`src/design/cwk_ram.sv`:
```
`timescale 1ns / 1ps
// Generic simple dual-port RAM: one write port, one read port, registered read.
// No dependencies.
module cwk_ram #(
  parameter int Width = 32,
  parameter int Depth = 32
) (
  input  logic                     clk_i,
  input  logic                     we_i,
  input  logic [$clog2(Depth)-1:0] waddr_i,
  input  logic [Width-1:0]         wdata_i,
  input  logic                     re_i,
  input  logic [$clog2(Depth)-1:0] raddr_i,
  output logic [Width-1:0]         rdata_o
);

  logic [Width-1:0] mem_q [Depth];
  logic [Width-1:0] rdata_q;

  always_ff @(posedge clk_i) begin
    if (we_i) begin
      mem_q[waddr_i] <= wdata_i;
    end
    if (re_i) begin
      rdata_q <= mem_q[raddr_i];
    end
  end

  assign rdata_o = rdata_q;

endmodule

```
`config.mk`:
```
export PLATFORM = sky130hd
export DESIGN_NAME = cwk_ram
export DESIGN_NICKNAME = d
export VERILOG_FILES = /design/src/design/cwk_ram.sv
export SDC_FILE = /design/constraint.sdc
export NUM_CORES = 1
export LEC_CHECK = 0
export BUFFER_PORTS_ARGS = -buffer_cell sky130_fd_sc_hd__buf_2
export CAP_MARGIN = 30
export CORE_MARGIN = 2
export CORE_UTILIZATION = 56
export DETAILED_ROUTE_END_ITERATION = 12
export PLACE_DENSITY = 0.72
export RECOVER_POWER = 25
export SLEW_MARGIN = 20
export SYNTH_ARGS = -nofsm -noshare
export SYNTH_HDL_FRONTEND = slang
export SYNTH_SLANG_ARGS = --single-unit
```
`constraint.sdc`:
```
create_clock -name clk_i -period 2.75 [get_ports clk_i]
set_input_delay 0.275 -clock clk_i [delete_from_list [all_inputs] [get_ports clk_i]]
set_output_delay 0.275 -clock clk_i [all_outputs]
set_load 0.05 [all_outputs]
```
* After elaboration in Yosys (flattened, before gate mapping)
Memory sizes are Yosys's and may differ from the RTL's. A register that Yosys moved wholly into a read port is not among the register bits.
Cells that the tools add are included.
** Storage, ports and cells
- Register bits :: 0
- Bits in latches :: 0
- Memory bits (writable) :: 1024
- Memory bits (read-only) :: 0
- Output and inout bits :: 32
- Logic and storage cells :: 3
- Memories :: 1
** Cells by class
- Add/sub/neg operators :: 0
- $mul :: 0
- Div/mod/pow operators :: 0
- $lt $le $gt $ge :: 0
- Equality and inequality tests :: 0
- Shifts and indexed selects :: 0
- Mux-type cells :: 2
- Bitwise logic cells :: 0
- Reduce and logical (&&, ||, !) cells :: 0
** Memories
- mem_q :: words 32, bits a word 32, read ports 1, clocked after memory_dff 1, wr ports 1, line 17 : logic [Width-1:0] mem_q [Depth];
** Operators with widths (number)
- $mux W1 :: 2

* Depth between registers and ports, before layout
- Depth in word-level cells :: 2
- Gate-level depth with buffers :: 8
- Gate-level depth less buffers :: 5

* Least setup slack after synthesis
OpenSTA, ideal clock, no wires.
- Path kind :: input-to-reg
- Start point :: in waddr_i[1]
- End point :: mem mem_q[12][0] (enable)
- Library setup time :: 0.421 ns
- Data arrival time :: 2.288 ns
- Slack :: 0.041 ns
- Stages on the path :: 3
- Path through :: or3b_2 -> clkbuf_1 -> nor2_1
** RTL lines
- from (decl) :: line 10 : input logic [$clog2(Depth)-1:0] waddr_i,
- to (decl) :: line 17
Straight into the memory's write port.

* Final worst setup path
- Start point :: reg rdata_q[8], in the netlist rdata_o[8] (read register of mem_q)
- End point :: out rdata_o[8]
** RTL lines
- from (decl) :: line 18 : logic [Width-1:0] rdata_q;
- to (decl) :: line 14 : output logic [Width-1:0] rdata_o
No word-level cell between the ends.

==> impl_results.md <==
* Routed length on met3 at 7.743 mm
* Ant diodes at 0
* H-tree depth at 3
* Yosys warns at 0
* Flop2flop setup slack at 1.14 ns
* Via count at 21720
* #FFs+latches synth at 1056
* Critical-path cell list: buf_2
* Total CTS buffers at 101
* Final Slew Violations at 0
* Tightest Pin Transition at 1.286 ns
* Most frequent cells in the layout: edfxtp_1, mux2i_1, clkbuf_16, nand3_1, nand2_1
* Worst Setup End Kind: output pin
* Gr ovfl total at 0
* Post-Synthesis Cells at 2260
* # rows at 98
* Iter 0 DRT Violations at 2628
* Max Cap Viol at 0
* Final Net Count at 2459
* Hold-fix buffers at CTS at 0
* Routed WL at 98.36 mm
* First-pass GRT wire length at 143.3 mm
* Metal-1 WL at 38.82 mm
* Design area at 46720 um^2
* DRT Pass-1 Iters at 7
* HPWL reported at the end of detailed placement at 52.65 mm
* All-Layer GR Usage at 0.2639
* Avg WL per Cell at 28.52 um
* Multi-input gate area at 8610 um^2
* DIE HEIGHT at 273.9 um
* Sink Count at 1056
* Port buffer count at 76
* CTS tree: yes
* Avg Cell Area, Syn at 18.06 um^2
* Final TNS setup at 0 ns
* Setup-failing EPs final at 0
* Reg-to-Reg Start: mem_q[0][12]
* Die W at 273.9 um
* Critical Path Slowest Stage Cell: edfxtp_1
* # IOs at 77
* Core area at 71850 um^2
* Layout cell share with drive strength beyond 1 at 0.1413
* CP max FO at 1
* Total power draw at 0.03416 W
* Vias in the first global route at 22050
* DR DRC count at 0
* Clock Skew at 0.02830 ns
* Leakage at 16.26 nW
* Worst EP required at 2.48 ns
* Outcome: completed
* Metal2 WL at 48.60 mm
* Synthesized area at 40810 um^2
* Clk slew on worst S/H paths at 0.06 ns
* Min-delay src: wdata_i[12]
* WHS Endpoint: mem_q[4][12]
* Largest net degree at the start of global routing at 60
* Worst Hold Class: input pin to flop
* Synth unique cells at 24
* Kind of critical path: flop to output pin
* Post-CTS Setup Inserts at 0
* Worst-case clock buffer depth at 3
* Critical path's largest stage delay at 0.56 ns
* Top sig layer: met5
* Reg2reg path depth at 5
* Syn-to-layout area delta at 14.50%
* Hold path depth at 1
* Storage cell area at 31710 um^2
* Fill cells at 4774
* Crit start category: flop
* Initial core utilization at 0.5679
* Final hold vios at 0
* WP buf/inv at 1
* Commonest non-fill, non-tap cell in the layout: edfxtp_1
* DIE AREA at 75040 um^2
* Post-route ant nets at 0
* Data arrival time of the critical path at 1.56 ns
* R2r endpoint: rdata_o[12]
* CTS Root Cell: clkbuf_16
* Vias per inst at 6.296
* Achievable Freq at 0.5443 GHz
* Clock latency on the worst-skew pair at 0.66 ns
* Hold Worst Slack at 0.1333 ns
* Post-CTS sizing at 0
* CP delay by family, top: flip-flops
* GPL Wtd Cong at 0.7842
* Max VDD drop at 0.5637 mV
* Period utilisation layout at 0.6681
* Minimum clock period at 1.837 ns
* Post-synthesis sequential area ratio at 0.7771
* Relative slew slack at 0.1430
* Placement Cell Area at 43300 um^2
* Initial antenna violation count at 2
* Power Dens Cells at 731.2 nW/um^2
* Synthesized Nets at 2305
* RSZ-0062 raised after global routing: no
[report_power, final]
group | switching (W) | total, W | leakage [nW] | internal (W)
combinational | 0.00125 | 0.00184 | 5.02 | 0.000581
sequential | 0.0000786 | 0.0180 | 9.54 | 0.0180
clock | 0.00582 | 0.0143 | 1.69 | 0.00846
[kinds of logic (layout without fill, tap and decap cells)]
| family | after synthesis | after routing | synth area share |
|---|---|---|---|
| compound gates | 288 | 288 | 0.04808 |
| mux | 512 | 512 | 0.1256 |
| buf+inv | 127 | 366 | 0.01846 |
| flops | 1056 | 1056 | 0.7771 |
| simple gates | 277 | 277 | 0.03076 |
[area by class of cell]
class / instances / area share
Tap cell: 950 / 0.02544
Timing Repair Buffer: 178 / 0.03781
Clock buffer: 118 / 0.05728
Multi-Input combinational cell: 1077 / 0.1843
Sequential cell: 1056 / 0.6787
Clock inverter: 70 / 0.01647
[sequential cells by signal, summed over array words and instances, names as in the netlist]
| signal | count |
|---|---|
| mem_q | 1024 |
| rdata_o | 32 |
[Yosys cell counts, drive strengths merged]
cell | count | share of area
a21oi | 96 | 0.012
a22o | 64 | 0.014
a22oi | 96 | 0.018
a31oi | 32 | 0.0049
and2 | 1 | 0.00015
and2b | 1 | 0.00018
buf | 79 | 0.014
clkbuf | 48 | 0.0046
edfxtp | 1056 | 0.78
mux2i | 512 | 0.13
nand2 | 98 | 0.0090
nand2b | 2 | 0.00031
nand3 | 98 | 0.012
nand3b | 5 | 0.00092
nor2 | 34 | 0.0031
nor2b | 1 | 0.00015
nor3 | 32 | 0.0039
or2 | 1 | 0.00015
or3 | 1 | 0.00015
or3b | 3 | 0.00064
[metrics by stage]
| stage | worst slack, ns | utilization | std cells |
|---|---|---|---|
| 2_1_floorplan | 0.04092 | - | 2260 |
| 3_3_place_gp | 0.4854 | 0.6027 | 3261 |
| 3_5_place_dp | 0.4728 | 0.6027 | 3261 |
| 4_1_cts | 0.8921 | 0.6506 | 3449 |
| 5_1_grt | 0.8856 | 0.6502 | 3449 |
| 6_report | 0.9127 | 0.6502 | 3449 |
[worst max path at each step]
stage | startpoint | end | slack [ns] | depth (start not counted)
6_report | rdata_o[8] | rdata_o[8] | 0.91 | 1
5_1_grt | rdata_o[8] | rdata_o[8] | 0.89 | 1
4_1_cts | rdata_o[8] | rdata_o[8] | 0.89 | 1
3_5_place_dp | raddr_i[0] | rdata_o[22] | 0.47 | 8
3_3_place_gp | raddr_i[0] | rdata_o[22] | 0.49 | 8
2_1_floorplan | waddr_i[1] | mem_q[12][0] | 0.04 | 3
[layer usage]
metal	vias to the layer above	GRT usage
li1	9330	-
met1	11130	0.3561
met2	1045	0.4405
met3	211	0.03985
met4	4	0.09454
met5	-	0
Note: power is estimated with default switching activity, not from simulation.
